File: config.mk
export PLATFORM = sky130hd
export DESIGN_NAME = camera_pixel_unpacker
export DESIGN_NICKNAME = d
export VERILOG_FILES = /design/src/design/cpxu_pkg.sv /design/src/design/camera_pixel_unpacker.sv
export VERILOG_INCLUDE_DIRS = /design/src /design/src/design
export SDC_FILE = /design/constraint.sdc
export NUM_CORES = 1
export LEC_CHECK = 0
export BUFFER_PORTS_ARGS = -buffer_cell sky130_fd_sc_hd__buf_2
export CORE_MARGIN = 3
export CORE_UTILIZATION = 59
export DETAILED_ROUTE_END_ITERATION = 16
export PLACE_DENSITY = 0.79
export SLEW_MARGIN = 20
export SYNTH_ARGS = -nofsm -noshare
export SYNTH_HDL_FRONTEND = slang
export SYNTH_SLANG_ARGS = --single-unit
File: constraint.sdc
create_clock -name clk -period 14.3 [get_ports clk]
set_clock_uncertainty 0.1 [all_clocks]
set_input_delay 2.145 -clock clk [delete_from_list [all_inputs] [get_ports clk]]
set_output_delay 2.145 -clock clk [all_outputs]
set_load 0.1 [all_outputs]
File: src/design/camera_pixel_unpacker_macros.svh
// assertion macros for the camera pixel unpacker
`ifndef CAMERA_PIXEL_UNPACKER_MACROS_SVH
`define CAMERA_PIXEL_UNPACKER_MACROS_SVH

// same-cycle implication, checked outside reset
`define CPXU_ASSERT_NOW(lbl, ante, cons, msg) \
	lbl: assert property (@(posedge clk) disable iff (!arst_n) (ante) |-> (cons)) \
		else $error(msg);

// next-cycle implication, checked outside reset
`define CPXU_ASSERT_NEXT(lbl, ante, cons, msg) \
	lbl: assert property (@(posedge clk) disable iff (!arst_n) (ante) |=> (cons)) \
		else $error(msg);

`endif

File: src/design/cpxu_pkg.sv
// shared types and constants for the camera pixel unpacker
package cpxu_pkg;

	localparam int PORT_WORD_W      = 16;
	localparam int PIXEL_W          = 6;
	localparam int FRAME_PIXELS_W   = 17;
	localparam int MAX_FRAME_PIXELS = 76800;
	localparam logic [FRAME_PIXELS_W-1:0] FRAME_PIXELS_RST = 17'd19200;

	// configuration register indexes
	localparam int CFG_IDX_W = 2;
	localparam logic [CFG_IDX_W-1:0] CFG_SIX_BIT_MODE = 2'd0;
	localparam logic [CFG_IDX_W-1:0] CFG_BIDIR_MODE   = 2'd1;
	localparam logic [CFG_IDX_W-1:0] CFG_FRAME_PIXELS = 2'd2;

	// result queue geometry
	localparam int FIFO_AW    = 2;
	localparam int FIFO_DEPTH = 1 << FIFO_AW;

	typedef struct packed {
		logic [PORT_WORD_W-1:0] port_word;
		logic                   start_of_frame;
	} word_beat_t;

	typedef struct packed {
		logic [PIXEL_W-1:0] pixel;
		logic               last_in_run;
		logic               end_of_frame;
	} pix_beat_t;

endpackage

File: src/design/camera_pixel_unpacker.sv
// top level of the camera pixel unpacker
//
//  channel  | signals                          | dir | beat
//  ---------+----------------------------------+-----+------------------------------
//  word     | word_valid word_stall word_beat  | in  | one raw port read
//  pix      | pix_valid pix_stall pix_beat     | out | one inverted grey pixel
//  cfg      | cfg_valid cfg_ready cfg_index    | in  | one register write
//           | cfg_data                         |     |
//
// one port read is taken per cycle while word_stall is low; a read that yields two pixels
// (bidirectional word, or the third byte of a 6-bit group) needs two pix beats, so the
// single-pixel output port, not the input, limits the rate of reads in those cases
// a read passes through the word input register, then the result queue register
// reset clears phases, pixel count, frame flag and the queue, and loads the register
// reset values; cfg_ready is always high
// word_stall rises when the input register holds a read and the result queue lacks
// room for two pixels; a stall on pix only fills the queue
module camera_pixel_unpacker
	import cpxu_pkg::*;
#(
	parameter int MaxFramePixels = MAX_FRAME_PIXELS
) (
	input  logic                      clk,
	input  logic                      arst_n,
	input  logic                      word_valid,
	output logic                      word_stall,
	input  word_beat_t                word_beat,
	output logic                      pix_valid,
	input  logic                      pix_stall,
	output pix_beat_t                 pix_beat,
	input  logic                      cfg_valid,
	output logic                      cfg_ready,
	input  logic [CFG_IDX_W-1:0]      cfg_index,
	input  logic [FRAME_PIXELS_W-1:0] cfg_data
);

`include "camera_pixel_unpacker_macros.svh"

	// count width holds the largest frame; compare width covers count and register
	localparam int CNT_W = $clog2(MaxFramePixels + 1);
	localparam int CMP_W = (CNT_W > FRAME_PIXELS_W) ? CNT_W : FRAME_PIXELS_W;
	localparam logic [CMP_W-1:0] MAX_CMP = CMP_W'(MaxFramePixels);
	localparam logic [FIFO_AW:0] ROOM_LIMIT = (FIFO_AW + 1)'(FIFO_DEPTH - 2);

	// configuration registers
	logic                      six_bit_mode_q;
	logic                      bidir_mode_q;
	logic [FRAME_PIXELS_W-1:0] frame_pixels_q;

	// decode state
	logic             nibble_phase_q;
	logic [1:0]       byte_phase_q;
	logic [3:0]       held_nibble_q;
	logic [3:0]       carry_bits_q;
	logic [CNT_W-1:0] pixel_count_q;
	logic             frame_done_q;

	// input register
	logic       valid_s1;
	word_beat_t beat_s1;

	// result queue
	pix_beat_t        fifo_mem_q [FIFO_DEPTH];
	logic [FIFO_AW-1:0] head_q;
	logic [FIFO_AW-1:0] tail_q;
	logic [FIFO_AW:0]   fifo_cnt_q;

	logic room;
	logic adv;
	logic pop;

	// frame size after clamping to 1..max
	logic [CMP_W-1:0] fp_ext;
	logic [CNT_W-1:0] frame_size;

	// decode results
	logic             sof;
	logic [3:0]       nib;
	logic [7:0]       byte_val;
	logic             eff_nph;
	logic [1:0]       eff_bph;
	logic [3:0]       eff_held;
	logic [3:0]       eff_carry;
	logic [CNT_W-1:0] eff_cnt;
	logic             eff_done;

	logic             nph_d;
	logic [1:0]       bph_d;
	logic [3:0]       held_d;
	logic [3:0]       carry_d;
	logic [1:0]       n_cand;
	logic [PIXEL_W-1:0] v0;
	logic [PIXEL_W-1:0] v1;

	logic             e0;
	logic             e1;
	logic [CNT_W-1:0] cnt0;
	logic [CNT_W-1:0] cnt1;
	logic             eof0;
	logic             eof1;
	logic [CNT_W-1:0] cnt_d;
	logic             done_d;
	pix_beat_t        r0;
	pix_beat_t        r1;
	logic [FIFO_AW:0] push_n;

	assign cfg_ready = 1'b1;

	// queue handshake
	assign room       = (fifo_cnt_q <= ROOM_LIMIT);
	assign adv        = valid_s1 && room;
	assign word_stall = valid_s1 && !room;
	assign pix_valid  = (fifo_cnt_q != '0);
	assign pix_beat   = fifo_mem_q[head_q];
	assign pop        = pix_valid && !pix_stall;

	// clamp frame size
	always_comb begin
		fp_ext = CMP_W'(frame_pixels_q);
		if (fp_ext == '0) begin
			frame_size = CNT_W'(1);
		end else if (fp_ext > MAX_CMP) begin
			frame_size = CNT_W'(MaxFramePixels);
		end else begin
			frame_size = fp_ext[CNT_W-1:0];
		end
	end

	// decode one read: candidate pixels and next phases
	always_comb begin
		sof       = beat_s1.start_of_frame;
		nib       = beat_s1.port_word[7:4];
		eff_nph   = sof ? 1'b0 : nibble_phase_q;
		eff_bph   = sof ? 2'd0 : byte_phase_q;
		eff_held  = sof ? 4'd0 : held_nibble_q;
		eff_carry = sof ? 4'd0 : carry_bits_q;
		eff_cnt   = sof ? '0 : pixel_count_q;
		eff_done  = sof ? 1'b0 : frame_done_q;
		byte_val  = {eff_held, nib};

		nph_d   = eff_nph;
		bph_d   = eff_bph;
		held_d  = eff_held;
		carry_d = eff_carry;
		n_cand  = 2'd0;
		v0      = '0;
		v1      = '0;

		case ({bidir_mode_q, six_bit_mode_q})
			2'b11: begin
				// word read: two pixels from scattered bits
				n_cand = 2'd2;
				v0     = ~beat_s1.port_word[6:1];
				v1     = ~{beat_s1.port_word[15:11], beat_s1.port_word[7]};
			end
			2'b00: begin
				n_cand = 2'd1;
				v0     = {2'b00, ~nib};
			end
			2'b01: begin
				if (!eff_nph) begin
					held_d = nib;
					nph_d  = 1'b1;
				end else begin
					nph_d = 1'b0;
					case (eff_bph)
						2'd0: begin
							n_cand  = 2'd1;
							v0      = ~byte_val[7:2];
							carry_d = {2'b00, byte_val[1:0]};
							bph_d   = 2'd1;
						end
						2'd1: begin
							n_cand  = 2'd1;
							v0      = ~{eff_carry[1:0], byte_val[7:4]};
							carry_d = byte_val[3:0];
							bph_d   = 2'd2;
						end
						default: begin
							// byte phase two, and the unreachable phase three
							n_cand  = 2'd2;
							v0      = ~{eff_carry, byte_val[7:6]};
							v1      = ~byte_val[5:0];
							carry_d = 4'd0;
							bph_d   = 2'd0;
						end
					endcase
				end
			end
			default: begin
				// bidirectional 4-bit: unsupported, nothing moves
			end
		endcase
	end

	// pixel counting and frame end
	always_comb begin
		e0   = (n_cand != 2'd0) && !eff_done;
		cnt0 = eff_cnt + CNT_W'(1);
		eof0 = (cnt0 >= frame_size);
		e1   = (n_cand == 2'd2) && e0 && !eof0;
		cnt1 = cnt0 + CNT_W'(1);
		eof1 = (cnt1 >= frame_size);

		cnt_d  = eff_cnt;
		done_d = eff_done;
		if (e1) begin
			cnt_d  = cnt1;
			done_d = eof1;
		end else if (e0) begin
			cnt_d  = cnt0;
			done_d = eof0;
		end

		r0.pixel        = v0;
		r0.last_in_run  = !e1;
		r0.end_of_frame = eof0;
		r1.pixel        = v1;
		r1.last_in_run  = 1'b1;
		r1.end_of_frame = eof1;

		push_n = '0;
		if (adv) begin
			push_n = (FIFO_AW + 1)'(e0) + (FIFO_AW + 1)'(e1);
		end
	end

	// configuration writes; unknown index is ignored
	always_ff @(posedge clk or negedge arst_n) begin
		if (!arst_n) begin
			six_bit_mode_q <= 1'b1;
			bidir_mode_q   <= 1'b0;
			frame_pixels_q <= FRAME_PIXELS_RST;
		end else if (cfg_valid && cfg_ready) begin
			case (cfg_index)
				CFG_SIX_BIT_MODE: six_bit_mode_q <= cfg_data[0];
				CFG_BIDIR_MODE:   bidir_mode_q   <= cfg_data[0];
				CFG_FRAME_PIXELS: frame_pixels_q <= cfg_data;
				default: begin
				end
			endcase
		end
	end

	// input register
	always_ff @(posedge clk or negedge arst_n) begin
		if (!arst_n) begin
			valid_s1 <= 1'b0;
		end else if (!valid_s1 || adv) begin
			valid_s1 <= word_valid;
		end
	end

	always_ff @(posedge clk) begin
		if (word_valid && !word_stall) begin
			beat_s1 <= word_beat;
		end
	end

	// decode state advances as the read leaves the input register
	always_ff @(posedge clk or negedge arst_n) begin
		if (!arst_n) begin
			nibble_phase_q <= 1'b0;
			byte_phase_q   <= 2'd0;
			held_nibble_q  <= 4'd0;
			carry_bits_q   <= 4'd0;
			pixel_count_q  <= '0;
			frame_done_q   <= 1'b0;
		end else if (adv) begin
			nibble_phase_q <= nph_d;
			byte_phase_q   <= bph_d;
			held_nibble_q  <= held_d;
			carry_bits_q   <= carry_d;
			pixel_count_q  <= cnt_d;
			frame_done_q   <= done_d;
		end
	end

	// result queue pointers
	always_ff @(posedge clk or negedge arst_n) begin
		if (!arst_n) begin
			head_q     <= '0;
			tail_q     <= '0;
			fifo_cnt_q <= '0;
		end else begin
			if (pop) begin
				head_q <= head_q + FIFO_AW'(1);
			end
			tail_q     <= tail_q + push_n[FIFO_AW-1:0];
			fifo_cnt_q <= fifo_cnt_q + push_n - (FIFO_AW + 1)'(pop);
		end
	end

	// result queue storage
	always_ff @(posedge clk) begin
		if (adv && e0) begin
			fifo_mem_q[tail_q] <= r0;
		end
		if (adv && e1) begin
			fifo_mem_q[tail_q + FIFO_AW'(1)] <= r1;
		end
	end

	`CPXU_ASSERT_NOW(a_fifo_bound, 1'b1, fifo_cnt_q <= (FIFO_AW + 1)'(FIFO_DEPTH), "result queue overflow")
	`CPXU_ASSERT_NOW(a_done_drops, adv && frame_done_q && !beat_s1.start_of_frame, push_n == '0, "pixel pushed after end of frame")
	`CPXU_ASSERT_NEXT(a_eof_sets_done, adv && ((e0 && eof0) || (e1 && eof1)), frame_done_q, "frame flag not set after last pixel")

endmodule
### Yosys cells after proc, flatten, opt, wreduce, memory -nomap -nowiden

Memories as Yosys holds them, arrays and structs flattened.
Index checks and enable logic that the tools add are counted.

* flip-flop bits (word level): 73
* memory bits (writable): 32
* input port bits: 41
* memories kept: 1

* $add $sub $neg: 8
* order comparisons: 4
* eq/ne operators: 6
* muxes and demuxes: 36
* bitwise operators: 7
* reduce and logical (&&, ||, !) cells: 27

Memory list
* fifo_mem_q: depth 4, bits a word 8, read ports 1, clocked after memory_dff 0, write ports 2, line camera_pixel_unpacker.sv:63 `pix_beat_t fifo_mem_q [FIFO_DEPTH];`

Operators with widths (number)
* 17-bit 2-to-1 mux: 5
* 6-bit NOT: 6
* 17-bit by 1-bit adder with 17-bit output (second input constant): 2
* 17-bit >= comparator: 2
* 4-bit 2-to-1 mux: 6
* 6-bit one-hot mux with 2 select lines: 2
* 6-bit 2-to-1 mux: 3
* 6-bit one-hot mux with 3 select lines: 1
* 17-bit greater-than comparator (second input constant): 1
* 17-bit zero test: 1
* 2-bit 2-to-1 mux: 6
* 1-bit 2-to-1 mux: 10
* 1-bit logical AND: 9
* 4-bit one-hot mux with 2 select lines: 1
* 1-bit zero test: 7
* 2-bit by 1-bit equality test with 1-bit output (second input constant): 3
* 2-bit equality test (second input constant): 3
* 2-bit zero test: 3
* 2-bit one-hot mux with 3 select lines: 1
* 2-bit AND reduction: 3
* 2-bit by 1-bit adder with 2-bit output (second input constant): 2
* 4-bit NOT: 1
* 2-bit one-hot mux with 2 select lines: 1
* 3-bit adder: 1
* other kinds (8): 8

### Depth between registers and ports, before layout

* depth after elaboration: 14
* depth in mapped cells: 26

### Worst setup path before layout

No wires, ideal clock.

* kind: register to register
* start point: reg beat_s1, in the netlist sof
* end point: reg fifo_cnt_q[2]
* setup time: 123 ps
* data arrival time: 5248 ps
* required time: 14077 ps
* path slack: 8830 ps
* stages on the path, launching flop included: 25
* buffers on the path: 5
* cells stage by stage: edfxtp_1 buf_2 buf_2 buf_2 inv_1 clkbuf_1 nand2_1 inv_1 ha_1 nand4_2 nor4_2 mux2i_1 inv_1 ha_1 nand4_1 or4_1 a21oi_2 or3_1 buf_2 nand2_1 ha_1 inv_1 ha_1 fa_1 xnor2_1

* longest elaborated chain between the ends: 14
* elaborated cells on any way between the ends: 23
* classes of those cells: 4 x add/sub; 1 x order compare; 2 x eq/ne; 8 x mux; 8 x reduce/logical

Ends and longest elaborated chain
* from (decl): line camera_pixel_unpacker.sv:60 `word_beat_t beat_s1;`
* from (signal assigned): line camera_pixel_unpacker.sv:256 `beat_s1 <= word_beat;`
* branches (longest 10 deep; another with 17-bit by 1-bit adder with 17-bit output)
* 1-bit by 1-bit adder with 2-bit output *: line camera_pixel_unpacker.sv:224 `push_n = (FIFO_AW + 1)'(e0) + (FIFO_AW + 1)'(e1);`
* 2-bit 2-to-1 mux *: line camera_pixel_unpacker.sv:223 `if (adv) begin`
* 3-bit adder *: line camera_pixel_unpacker.sv:290 `fifo_cnt_q <= fifo_cnt_q + push_n - (FIFO_AW + 1)'(pop);`
* 3-bit by 1-bit subtractor with 3-bit output *: line camera_pixel_unpacker.sv:290
* to (signal assigned): line camera_pixel_unpacker.sv:290
* to (decl): line camera_pixel_unpacker.sv:66 `logic [FIFO_AW:0] fifo_cnt_q;`

Mark *: on every way between the ends.
A chain may end at the register's enable or synchronous reset.

### Final worst setup path

Ends and elaborated chain as after synthesis.

==> run summary <==
Status: complete, no violations
Post-Synthesis Cell Area: 0.00673 mm2
CTS tree: yes
TritonCTS buffer count: 9
Peak supply drop: 0.000188 V
Worst EP required: 14.46 ns
Worst-path clk slew: 0.07 ns
Data arrival at the endpoint of the critical path: 6.42 ns
Vias in the first global route: 5,516
Setup TNS: 0 ns
Hold violation total from the final report: 0
Pin count of the biggest net entering global routing: 57
Dpl cell area: 0.00702 mm2
Commonest cells post-synth: nand2_1, dfrtp_1, nor2_1
Switching power of the nets: 0.602 mW
Share of cells above drive strength 1: 18.0%
Antenna cell count: 0
Critical Setup Path Class: reg -> reg
Slew at the pin closest to its max-slew limit: 1.01 ns
Area of the die: 0.0127 mm2
Routed vias: 5,625
Mean cell area of the mapped netlist: 9.86 um2
Overall routed net length: 16.2 mm
Final-report setup violation count: 0
Reg power frac: 36.2%
Sequential fraction of the synthesis area: 40.4%
Kind of launch point of the worst setup path: flip-flop
Standard cell core area: 0.0110 mm2
Number of cells produced by synthesis: 683
Share of Yosys cell area claimed by the top area cell type: 19.0%
Cell taking the most area after synthesis: dfrtp_1
Total gr overflow: 0
Root buffer cell: clkbuf_16
Number of enable-type register cells in the synthesized netlist: 41
Internal Dissipation: 0.695 mW
Final min period: 6.26 ns
Post-route DRC violation count: 0
H-tree depth: 3
Number of synthesized register bits: 101
Number of different library cells in the post-synthesis netlist: 73
Initial antenna violation count: 0
Final-stage net count: 790
Class of the worst hold path: reg -> reg
Proportion of synthesized flip-flops having asynchronous set or reset: 55.4%
Hold bufs inserted after CTS: 0
Global-route wire length before repair: 26.9 mm
Syn Nets: 766
Warnings from Yosys: 0
Endpoint type of the worst setup path: flip-flop
Share of total power consumed by net switching: 46.4%
Cts repair resizes: 0
Clock Latency Late Sink: 0.35 ns
Portion of the clock cycle consumed by the worst path in the final layout: 43.8%
Total number of placement rows: 38
Dpl hpwl: 12.0 mm
DR iter-0 viols: 609
Area growth syn-to-layout: 8.42%
Pins over their slew limit: 0
Remaining max-slew budget at the tightest pin: 32.2%
Leakage power figure: 2.92 nW
Number of clock sinks: 101
Number of top-level design ports: 52
Filler instances: 895
Setup repair after global routing missed its margin: false
Setup repair bufs after CTS: 0
Detailed Routing Iterations Pass 1: 5
Combinational Power Share: 45.7%
Area of all placed cells without fillers: 0.00730 mm2
Maximum clock frequency: 160 MHz
Clock tree buffer depth: 2
Top-count cell post-synth: nand2_1
Wirelength per Cell: 19.0 um
GR Util All Layers: 25.9%
Final estimated routing congestion in global placement: 0.908
Power density over cell area: 178 mW/mm2
Number of vias per cell after detailed routing: 6.60
Final instance count without filler cells: 852
Commonest register cell after synthesis: dfrtp_1
Routed Antenna Nets: 0
Starting density of the core: 61.3%
Max FO, Critical Path: 49
Top cells by area in the synthesized netlist: dfrtp_1, edfxtp_1, ha_1
Die outline width: 113 um
Height of the chip: 113 um
Power share of the clock group: 18.1%
Dpl cells: 836
IO buf count: 46
Max-capacitance violation count: 0
-- state kept, by name, indices dropped and copies added (netlist names), 2 cells and up --
| name | flops |
|---|---|
| beat_s1 | 12 |
| byte_phase_q | 2 |
| carry_bits_q | 4 |
| fifo_cnt_q | 3 |
| fifo_mem_q | 32 |
| fp_ext | 17 |
| head_q | 2 |
| held_nibble_q | 4 |
| pixel_count_q | 17 |
| tail_q | 2 |
-- worst max-delay path, cell delays in order, from the launching register on --
cell	delay [ns]
edfxtp_1	0.37
buf_4	0.28
inv_1	0.42
nand2_1	0.21
inv_1	0.13
ha_1	0.29
nand4_2	0.27
nor4_2	0.32
mux2i_1	0.62
inv_1	0.11
ha_1	0.35
nand4_1	0.13
or4_1	0.53
a21oi_2	0.34
or3_1	0.36
nand2_1	0.22
ha_1	0.34
inv_1	0.04
ha_1	0.18
fa_1	0.37
xnor2_1	0.18
-- power by group through the flow --
stage | sequential [mW] | combinational [mW] | clock [mW]
after floorplan | 0.419 | 0.513 | 0
after global placement | 0.469 | 0.566 | 0
after detailed placement | 0.474 | 0.588 | 0
after CTS | 0.468 | 0.590 | 0.238
after global routing | 0.483 | 0.644 | 0.249
final | 0.470 | 0.592 | 0.235
-- placed cells by master, fill, tap and decap left out, drive strengths merged, types with 14 or more instances in the layout --
master,n
o21ai,27
buf,51
inv,26
xnor2,21
nor3,14
nor2,49
edfxtp,41
o22ai,27
mux2,29
ha,41
dfrtp,51
nand2,77
a21oi,32
-- metal layers --
layer	vias to the layer above	track usage [%]	wire (um)
met5	-	0	0
met4	0	9.54	379
met2	283	43.0	7790
met1	2678	34.9	6870
li1	2628	-	-
met3	36	3.42	1170
-- through the flow --
stage          hold WS (ns)  total power [mW]  util (%)  setup slack (ns)
2_1_floorplan         0.337             0.932         -              8.83
3_3_place_gp          0.358              1.04      63.9              8.25
3_5_place_dp          0.360              1.06      63.9              8.11
4_1_cts               0.378              1.30      66.5              8.06
5_1_grt               0.412              1.38      66.5              7.62
6_report              0.378              1.30      66.5              8.04
-- final timing paths --
kind	start	cells after the start	slack, ns	endpoint
worst max-delay path	sof	20	8.04	fifo_cnt_q[2]
worst min-delay path	fifo_mem_q[3][1]	1	0.38	fifo_mem_q[3][1]
worst max register to register	sof	20	8.04	fifo_cnt_q[2]
worst min register to register	fifo_mem_q[3][1]	1	0.38	fifo_mem_q[3][1]
max in group asynchronous	arst_n	2	11.76	byte_phase_q[1]
min in group asynchronous	arst_n	2	1.84	fifo_cnt_q[1]
-- cell families (layout without fill, tap and decap cells) --
logic type | after synthesis | after routing | synth area share [%]
mux | 41 | 41 | 8.12
other cells | 1 | 1 | 0.0557
flops | 101 | 101 | 40.4
fa+ha+maj | 42 | 42 | 7.92
xor+xnor | 29 | 29 | 3.77
simple gates | 236 | 236 | 18.2
buf+inv | 60 | 89 | 3.59
compound gates | 173 | 173 | 18.0
-- final cells by class --
type                    instances  area [um2]  share of cell area, %
repair buffers                 51         268                   3.67
clock buffers                   9         225                   3.09
clock inverters                 7        57.6                  0.788
multi-input cells             522        3770                   51.7
inverters                      22        82.6                   1.13
well taps                     140         175                   2.40
flip-flops and latches        101        2720                   37.2
(Power assumes the default switching activity.)
